===== config.mk =====
export PLATFORM = sky130hd
export DESIGN_NAME = slab_object_allocator
export DESIGN_NICKNAME = d
export VERILOG_FILES = /design/src/hw/rtl/soa_pkg.sv /design/src/hw/rtl/slab_object_allocator.sv /design/src/hw/rtl/soa_locate.sv
export SDC_FILE = /design/constraint.sdc
export NUM_CORES = 1
export LEC_CHECK = 0
export BUFFER_PORTS_ARGS = -buffer_cell sky130_fd_sc_hd__buf_2
export CORE_UTILIZATION = 35
export DETAILED_ROUTE_END_ITERATION = 8
export GPL_TIMING_DRIVEN = 1
export HOLD_SLACK_MARGIN = 0.02
export PLACE_DENSITY = 0.49
export SKIP_LAST_GASP = 1
export SLEW_MARGIN = 15
export SYNTH_ARGS = -nofsm -noshare
export SYNTH_HDL_FRONTEND = slang
export SYNTH_SLANG_ARGS = --single-unit

===== constraint.sdc =====
create_clock -name clk -period 9.85 [get_ports clk]
set_input_delay 0 -clock clk [delete_from_list [all_inputs] [get_ports clk]]
set_output_delay 0 -clock clk [all_outputs]
set_load 0.01 [all_outputs]

===== src/hw/rtl/soa_pkg.sv =====
// ----------------------------------------------------------------------------
// soa_pkg
// Shared types and constants for the slab object allocator: operation and
// status codes, configuration register indexes and fixed field widths.
// ----------------------------------------------------------------------------
package soa_pkg;

  // fixed field widths
  localparam int FUNC_W   = 2;
  localparam int STATUS_W = 3;
  localparam int COUNT_W  = 7;
  localparam int SIZE_W   = 4;
  localparam int CFG_IDX_W = 2;

  // configuration register indexes
  localparam logic [CFG_IDX_W-1:0] CFG_BASE_ADDRESS     = 2'd0;
  localparam logic [CFG_IDX_W-1:0] CFG_OBJECT_SIZE_LOG2 = 2'd1;
  localparam logic [CFG_IDX_W-1:0] CFG_OBJECT_COUNT     = 2'd2;

  // register values after reset
  localparam logic [SIZE_W-1:0]  RESET_SIZE_LOG2 = 4'd6;
  localparam logic [COUNT_W-1:0] RESET_COUNT     = 7'd64;

  // request operation
  typedef enum logic [FUNC_W-1:0] {
    FN_ALLOC = 2'd0,
    FN_FREE  = 2'd1,
    FN_QUERY = 2'd2,
    FN_NOP   = 2'd3
  } func_t;

  // result status
  typedef enum logic [STATUS_W-1:0] {
    ST_OK           = 3'd0,
    ST_NO_FREE      = 3'd1,
    ST_MISALIGNED   = 3'd2,
    ST_OUT_OF_RANGE = 3'd3,
    ST_DOUBLE_FREE  = 3'd4
  } status_t;

endpackage


===== src/hw/rtl/slab_object_allocator.sv =====
// ----------------------------------------------------------------------------
// slab_object_allocator
// Object slot allocator for one slab: a queue of free slot indices and an
// in-use bit per slot; allocate, free and query requests, one result each.
// ----------------------------------------------------------------------------
//
//  channel   direction  fields (lowest bit first)
//  in_       slave      tuser: func[1:0]; tdata: address
//  out_      master     tdata: status[2:0], object_address, in_use,
//                              objects_in_use[6:0], slab_full, slab_empty
//  cfg_      write      index 0 base_address, 1 object_size_log2, 2 object_count
//
//  One request per cycle while in_tready is high. A request sits in the
//  input register after its transfer; its result is then registered in the
//  result register and offered on out_. The rate is set by the slot
//  queue and the in-use memory, each with one write and one read per cycle.
//  After reset and after each object_count write the block sweeps both
//  memories with in_tready low.
//  A stalled result holds the input register; a new request still enters
//  while the result register is being drained.
//
module slab_object_allocator #(
  parameter int NUM_OBJECTS = 64,
  parameter int ADDR_BITS   = 48
) (
  input  logic                                   clk,
  input  logic                                   rst_n,
  input  logic [((ADDR_BITS+7)/8)*8-1:0]         in_tdata,   // address
  input  logic [soa_pkg::FUNC_W-1:0]             in_tuser,   // func
  input  logic                                   in_tvalid,
  output logic                                   in_tready,
  // status, object_address, in_use, objects_in_use, slab_full, slab_empty
  output logic [((ADDR_BITS+13+7)/8)*8-1:0]      out_tdata,
  output logic                                   out_tvalid,
  input  logic                                   out_tready,
  input  logic                                   cfg_we,
  input  logic [soa_pkg::CFG_IDX_W-1:0]          cfg_index,
  input  logic [ADDR_BITS-1:0]                   cfg_wdata
);
  import soa_pkg::*;

  localparam int IDX_W = (NUM_OBJECTS > 1) ? $clog2(NUM_OBJECTS) : 1;
  localparam int EXT_W = (IDX_W + 1 > COUNT_W) ? IDX_W + 1 : COUNT_W;
  localparam int OUT_TDATA_W = ((ADDR_BITS + 13 + 7) / 8) * 8;
  localparam logic [IDX_W-1:0] LAST_IDX = IDX_W'(NUM_OBJECTS - 1);
  localparam logic [COUNT_W-1:0] COUNT_CAP =
    (NUM_OBJECTS > 127) ? 7'd127 : COUNT_W'(NUM_OBJECTS);

  // configuration registers
  logic [ADDR_BITS-1:0] base_r;
  logic [SIZE_W-1:0]    size_r;
  logic [COUNT_W-1:0]   live_r;

  // queue and slot bookkeeping
  logic [IDX_W-1:0]   head_r, head_nxt;
  logic [IDX_W-1:0]   tail_r;
  logic [COUNT_W-1:0] free_r;
  logic               clearing_r;
  logic [IDX_W-1:0]   clr_idx_r;

  // memories
  logic [IDX_W-1:0] queue_mem [NUM_OBJECTS];
  logic             bits_mem  [NUM_OBJECTS];

  // queue head prefetch
  logic [IDX_W-1:0] q_rd_r;
  logic             q_fwd_r;
  logic [IDX_W-1:0] q_fwd_d_r;
  logic             q_we;
  logic [IDX_W-1:0] q_wa, q_wd;

  // in-use bit write port
  logic             b_we;
  logic [IDX_W-1:0] b_wa;
  logic             b_wd;

  // input register
  logic             s1_valid_r;
  func_t            s1_func_r;
  status_t          s1_loc_r;
  logic [IDX_W-1:0] s1_slot_r;
  logic             b_rd_r;
  logic             b_fwd_r;
  logic             b_fwd_d_r;

  // result register
  logic                 out_valid_r;
  status_t              out_status_r;
  logic [ADDR_BITS-1:0] out_addr_r;
  logic                 out_in_use_r;
  logic [COUNT_W-1:0]   out_used_r;
  logic                 out_full_r;
  logic                 out_empty_r;

  // request decode
  func_t            in_func;
  logic [ADDR_BITS-1:0] in_addr;
  status_t          loc_status;
  logic [IDX_W-1:0] loc_slot;
  logic             in_fire, fire;

  // count load
  logic               count_load;
  logic [COUNT_W-1:0] count_src;
  logic [COUNT_W-1:0] live_load;
  logic [EXT_W-1:0]   live_ext;
  logic [IDX_W-1:0]   tail_load;

  // result computation
  logic [IDX_W-1:0]     head_val;
  logic                 bit_val;
  logic                 alloc_ok, free_ok;
  status_t              res_status;
  logic [ADDR_BITS-1:0] res_addr;
  logic                 res_in_use;
  logic [COUNT_W-1:0]   free_after;
  logic [COUNT_W-1:0]   used_after;

  assign in_func = func_t'(in_tuser);
  assign in_addr = in_tdata[ADDR_BITS-1:0];

  // handshake
  assign fire      = s1_valid_r && (!out_valid_r || out_tready);
  assign in_tready = !clearing_r && (!s1_valid_r || fire);
  assign in_fire   = in_tvalid && in_tready;

  // address to slot
  soa_locate #(
    .ADDR_BITS (ADDR_BITS),
    .IDX_W     (IDX_W)
  ) u_locate (
    .addr      (in_addr),
    .base      (base_r),
    .size_log2 (size_r),
    .live_n    (live_r),
    .status    (loc_status),
    .slot      (loc_slot)
  );

  // object count capped at the slot capacity and at 127, on reset or register write
  assign count_load = !rst_n || (cfg_we && cfg_index == CFG_OBJECT_COUNT);
  assign count_src  = rst_n ? cfg_wdata[COUNT_W-1:0] : RESET_COUNT;
  assign live_load  = (count_src > COUNT_CAP) ? COUNT_CAP : count_src;
  assign live_ext   = EXT_W'(live_load);
  assign tail_load  = (live_ext == EXT_W'(NUM_OBJECTS)) ? '0 : live_ext[IDX_W-1:0];

  // configuration registers
  always_ff @(posedge clk) begin
    if (!rst_n) begin
      base_r <= '0;
      size_r <= RESET_SIZE_LOG2;
    end else if (cfg_we) begin
      if (cfg_index == CFG_BASE_ADDRESS) base_r <= cfg_wdata;
      if (cfg_index == CFG_OBJECT_SIZE_LOG2) size_r <= cfg_wdata[SIZE_W-1:0];
    end
  end

  // head slot value with write forwarding
  assign head_val = q_fwd_r ? q_fwd_d_r : q_rd_r;
  assign bit_val  = b_fwd_r ? b_fwd_d_r : b_rd_r;

  // result of the request in the input register
  always_comb begin
    alloc_ok   = 1'b0;
    free_ok    = 1'b0;
    res_status = ST_OK;
    res_addr   = '0;
    res_in_use = 1'b0;
    case (s1_func_r)
      FN_ALLOC: begin
        if (free_r == '0) begin
          res_status = ST_NO_FREE;
        end else begin
          alloc_ok = 1'b1;
          res_addr = base_r + (ADDR_BITS'(head_val) << size_r);
        end
      end
      FN_FREE: begin
        if (s1_loc_r != ST_OK) begin
          res_status = s1_loc_r;
        end else if (!bit_val) begin
          res_status = ST_DOUBLE_FREE;
        end else begin
          free_ok = 1'b1;
        end
      end
      FN_QUERY: begin
        res_status = s1_loc_r;
        res_in_use = (s1_loc_r == ST_OK) && bit_val;
      end
      default: begin
        res_status = ST_OK;
      end
    endcase
  end

  // counts after the operation
  always_comb begin
    free_after = free_r;
    if (alloc_ok) free_after = free_r - 1'b1;
    if (free_ok)  free_after = free_r + 1'b1;
    used_after = (live_r >= free_after) ? live_r - free_after : '0;
  end

  // next head index
  always_comb begin
    head_nxt = head_r;
    if (count_load) begin
      head_nxt = '0;
    end else if (fire && alloc_ok) begin
      head_nxt = (head_r == LAST_IDX) ? '0 : head_r + 1'b1;
    end
  end

  // memory write ports: sweep, or the retiring request
  always_comb begin
    q_we = clearing_r || (fire && free_ok);
    q_wa = clearing_r ? clr_idx_r : tail_r;
    q_wd = clearing_r ? clr_idx_r : s1_slot_r;
    b_we = clearing_r || (fire && (alloc_ok || free_ok));
    b_wa = clearing_r ? clr_idx_r : (alloc_ok ? head_val : s1_slot_r);
    b_wd = !clearing_r && alloc_ok;
  end

  // slot queue
  always_ff @(posedge clk) begin
    if (q_we) queue_mem[q_wa] <= q_wd;
    q_rd_r    <= queue_mem[head_nxt];
    q_fwd_r   <= q_we && (q_wa == head_nxt);
    q_fwd_d_r <= q_wd;
  end

  // in-use bits, read when a request enters
  always_ff @(posedge clk) begin
    if (b_we) bits_mem[b_wa] <= b_wd;
    if (in_fire) begin
      b_rd_r    <= bits_mem[loc_slot];
      b_fwd_r   <= b_we && (b_wa == loc_slot);
      b_fwd_d_r <= b_wd;
    end
  end

  // queue pointers, free count and sweep
  always_ff @(posedge clk) begin
    if (count_load) begin
      live_r     <= live_load;
      head_r     <= '0;
      tail_r     <= tail_load;
      free_r     <= live_load;
      clearing_r <= 1'b1;
      clr_idx_r  <= '0;
    end else begin
      head_r <= head_nxt;
      if (fire) free_r <= free_after;
      if (fire && free_ok) tail_r <= (tail_r == LAST_IDX) ? '0 : tail_r + 1'b1;
      if (clearing_r) begin
        clr_idx_r <= clr_idx_r + 1'b1;
        if (clr_idx_r == LAST_IDX) clearing_r <= 1'b0;
      end
    end
  end

  // input register
  always_ff @(posedge clk) begin
    if (!rst_n) begin
      s1_valid_r <= 1'b0;
    end else if (in_fire) begin
      s1_valid_r <= 1'b1;
    end else if (fire) begin
      s1_valid_r <= 1'b0;
    end
  end

  always_ff @(posedge clk) begin
    if (in_fire) begin
      s1_func_r <= in_func;
      s1_loc_r  <= loc_status;
      s1_slot_r <= loc_slot;
    end
  end

  // result register
  always_ff @(posedge clk) begin
    if (!rst_n) begin
      out_valid_r <= 1'b0;
    end else if (fire) begin
      out_valid_r <= 1'b1;
    end else if (out_tready) begin
      out_valid_r <= 1'b0;
    end
  end

  always_ff @(posedge clk) begin
    if (fire) begin
      out_status_r <= res_status;
      out_addr_r   <= res_addr;
      out_in_use_r <= res_in_use;
      out_used_r   <= used_after;
      out_full_r   <= (free_after == '0);
      out_empty_r  <= (used_after == '0);
    end
  end

  assign out_tvalid = out_valid_r;
  assign out_tdata  = OUT_TDATA_W'({out_empty_r, out_full_r, out_used_r, out_in_use_r,
                                    out_addr_r, out_status_r});

endmodule


===== src/hw/rtl/soa_locate.sv =====
// ----------------------------------------------------------------------------
// soa_locate
// Maps an object address to its slot: boundary check, then range check
// against the live object count.
// ----------------------------------------------------------------------------
module soa_locate #(
  parameter int ADDR_BITS = 48,
  parameter int IDX_W     = 6
) (
  input  logic [ADDR_BITS-1:0]        addr,
  input  logic [ADDR_BITS-1:0]        base,
  input  logic [soa_pkg::SIZE_W-1:0]  size_log2,
  input  logic [soa_pkg::COUNT_W-1:0] live_n,
  output soa_pkg::status_t            status,
  output logic [IDX_W-1:0]            slot
);
  import soa_pkg::*;

  logic [ADDR_BITS-1:0] offset;
  logic [ADDR_BITS-1:0] low_mask;
  logic [ADDR_BITS-1:0] idx;

  // offset from the slab start wraps with the address width
  assign offset   = addr - base;
  assign low_mask = ~({ADDR_BITS{1'b1}} << size_log2);
  assign idx      = offset >> size_log2;
  assign slot     = idx[IDX_W-1:0];

  // boundary check first, then range
  always_comb begin
    if ((offset & low_mask) != '0) begin
      status = ST_MISALIGNED;
    end else if (idx >= ADDR_BITS'(live_n)) begin
      status = ST_OUT_OF_RANGE;
    end else begin
      status = ST_OK;
    end
  end

endmodule

==> impl_results.md <==
* Root Driver: clkbuf_16
* H-tree lvl count at 3
* Fraction of registers with async set/reset at 0%
* Storage element area at 17,900 um2
* Die Width at 303 um
* Sequential area share after synthesis at 56.2%
* Crit end category: flop
* Clock slew at reported path FFs at 0.05 ns
* Worst min-delay path class: primary input to flop
* Chip height at 303 um
* Worst Path Buf+Inv at 3
* Worst-Skew Late Latency at 0.64 ns
* Slew Limit Fails at 0
* Tmin final at 6.63 ns
* Setup-failing EPs final at 0
* Setup tns final at 0 ns
* Post-synthesis register bit count at 622
* Most common cell after layout, fill and taps aside: edfxtp_1
* Crit-path max FO at 21
* Syn Std Cell Area at 31,800 um2
* Power after layout at 6220 uW
* Cell family with most CP delay: simple AND/OR/NAND/NOR gates
* Final core area utilization at 40.9%
* Combinational share of power at 11.6%
* Pre-Repair DR Iteration Count at 6
* Fillers at 8,691
* Sequential power share at 46.7%
* Pleak at 0.0127 uW
* Most frequent cells in the layout: 542 x edfxtp_1, 359 x nand2_1, 286 x nor2_1
* # port buffers at 167
* All-layer global routing usage at 20.1%
* Clock skew at 0.0449 ns
* Vias per cell at 5.46
* Ys flop type: edfxtp_1
* Internal power at 4640 uW
* Core ar. at 90,000 um2
* Critical Path RT at 10.23 ns
* P_sw at 1580 uW
* Post-synth EDFFs at 542
* Post-CTS Setup Inserts at 0
* GPL Wtd Cong at 0.892
* Cell Pwr Density at 169 nW/um2
* Critical Path Source Type: flop
* Hold slack at 0.0809 ns
* Final HPWL DP at 63,200 um
* Status: complete, no violations
* Vias in the first global route at 22,862
* Final wirelength at 93,800 um
* Synth cell types at 90
* Total CTS buffers at 71
* NumNets Final at 3,268
* Arr. time, crit path at 7.01 ns
* Synthesis Warnings at 0
* Clock tree buffer depth at 3
* CTS tree: done
* TritonCTS sink count at 622
* Max-cap violation count at 0
* Area occupied by multi-input gates at 13,000 um2
* RSZ-0062 raised after global routing: no
* Antenna viol nets, final at 0
* CP Class: flop to flop
* Final Hold Viols at 0
* Initial Util at 35.3%
* Clock power share at 41.7%
* I/O pin cnt at 171
* Worst slew pin tran at 1.16 ns
* WL per Instance at 21.8 um
* Final routed DRC violation total at 0
* Post-Place Cell Area at 33,900 um2
* Syn-to-layout area delta at 15.7%
* Final Cycle Share at 67.3%
* Switching part of the total at 25.4%
* Row count at 110
* Largest net degree at the start of global routing at 195
* Peak supply drop at 109 uV
* # hold bufs at CTS at 65
* Final instance area at 36,800 um2
* FMAX at 151 MHz
* Slowest Stage Delay on Critical Path at 0.58 ns
* Grt ovf at 0
* Global-route wire length before repair at 140,000 um
* Initial antenna violation count at 2
* Die area at 92,100 um2
* Via count at 23,513
* CTS resizes at 0
* Worst path slowest cell: or4b_1
* Syn Area/Cell at 11.0 um2
* Mapped Cells at 2,890
* Max_slew headroom at 22.3%
* Layout cells sized above 1 at 12.4%
* DRT iter0 DRCs at 1,936
## worst min-delay path, stage by stage
cell and delay [ns]:
buf_2 0.08, ha_1 0.19, xnor2_1 0.20, nor4_2 0.07
nand2b_1 0.06
## cell families (layout without fill, tap and decap cells)
group | after synthesis | count (layout) | share of synthesized area, %
and+or+nand+nor | 972 | 972 | 13.9
AOI/OAI and AO/OA | 706 | 706 | 14.7
DFF | 622 | 622 | 56.2
buffers and inverters | 265 | 503 | 3.31
muxes | 132 | 132 | 5.45
xor gates and xnor gates | 101 | 101 | 2.78
adders and majority gates | 91 | 91 | 3.65
other | 1 | 4 | 0.0118
## layout make-up
cell class	instances	area share, %
clock buffers	100	5.29
flip-flops and latches	622	48.6
well taps	1176	4.00
repair buffers	266	4.80
clock inverters	31	0.874
diodes	1	0.00680
inverters	106	1.09
multi-input cells	2005	35.4
## cell usage after synthesis (all sizes together) (6+ instances only)
library cell	count	area [um2]
a22oi	9	72.6
nand3	57	285
xor2	32	280
a31oi	65	407
a211oi	59	448
o211a	6	60.1
o22ai	59	369
o221ai	50	444
mux2i	90	901
mux4	32	721
nor4	16	113
o2111ai	6	52.6
o211ai	13	97.6
inv	102	383
o21ai	158	791
xnor2	69	604
nand2	359	1350
a21oi	110	551
a21boi	53	398
edfxtp	542	16300
dfxtp	80	1600
o31ai	6	45.0
nand3b	9	67.6
o21a	13	97.6
nor2b	36	233
o21bai	7	52.6
mux2	10	113
and3	12	80.1
clkbuf	121	454
buf	38	200
or3	16	100
nor2	292	1110
nand4	21	131
a21o	42	317
nor3	34	170
and2	74	463
or2	9	56.3
nand2b	21	131
ha	88	1100
## worst paths after layout
path / startpoint / endpoint / slack, ns / depth (start not counted)
worst max-delay path: base_r[12]$_SDFFE_PN0P_ / s1_loc_r[1]$_SDFFCE_PP1P_ / 3.22 / 26
worst min-delay path: in_tdata[45] / s1_loc_r[1]$_SDFFCE_PP1P_ / 0.08 / 5
worst max register to register: base_r[12]$_SDFFE_PN0P_ / s1_loc_r[1]$_SDFFCE_PP1P_ / 3.22 / 26
worst min register to register: base_r[37]$_SDFFE_PN0P_ / base_r[37]$_SDFFE_PN0P_ / 0.47 / 2
## layer usage
metal  part of all wire [%]  track usage [%]  wire (um)  vias up
li1                       -                -          -    11091
met4                    2.6             6.02       2410        2
met1                     46             28.3      43600    11646
met3                    5.9             3.96       5540      139
met2                     45             31.0      42200      635
met5                 0.0075                0          7        -
## state kept, by name (all words and copies together) (netlist names), 7 cells and up
register	cells
queue_mem	384
bits_mem	64
base_r	48
out_addr_r	48
free_r	7
live_r	7
out_used_r	7
## power by group through the flow
| stage | sequential, uW | combinational [uW] | clock [uW] |
|---|---|---|---|
| after global routing | 2910 | 790 | 2760 |
| after floorplan | 2960 | 479 | 0 |
| final | 2910 | 719 | 2590 |
| after CTS | 2910 | 716 | 2660 |
| after detailed placement | 2960 | 691 | 0 |
| after global placement | 2960 | 693 | 0 |
## metrics by stage
| step | std cells | worst slack, ns |
|---|---|---|
| floorplan | 2892 | 4.23 |
| global placement | 4109 | 3.27 |
| detailed placement | 4109 | 3.20 |
| CTS | 4305 | 3.22 |
| global route | 4307 | 2.81 |
| finish | 4307 | 3.22 |
Power figures use the tool's default switching activity.
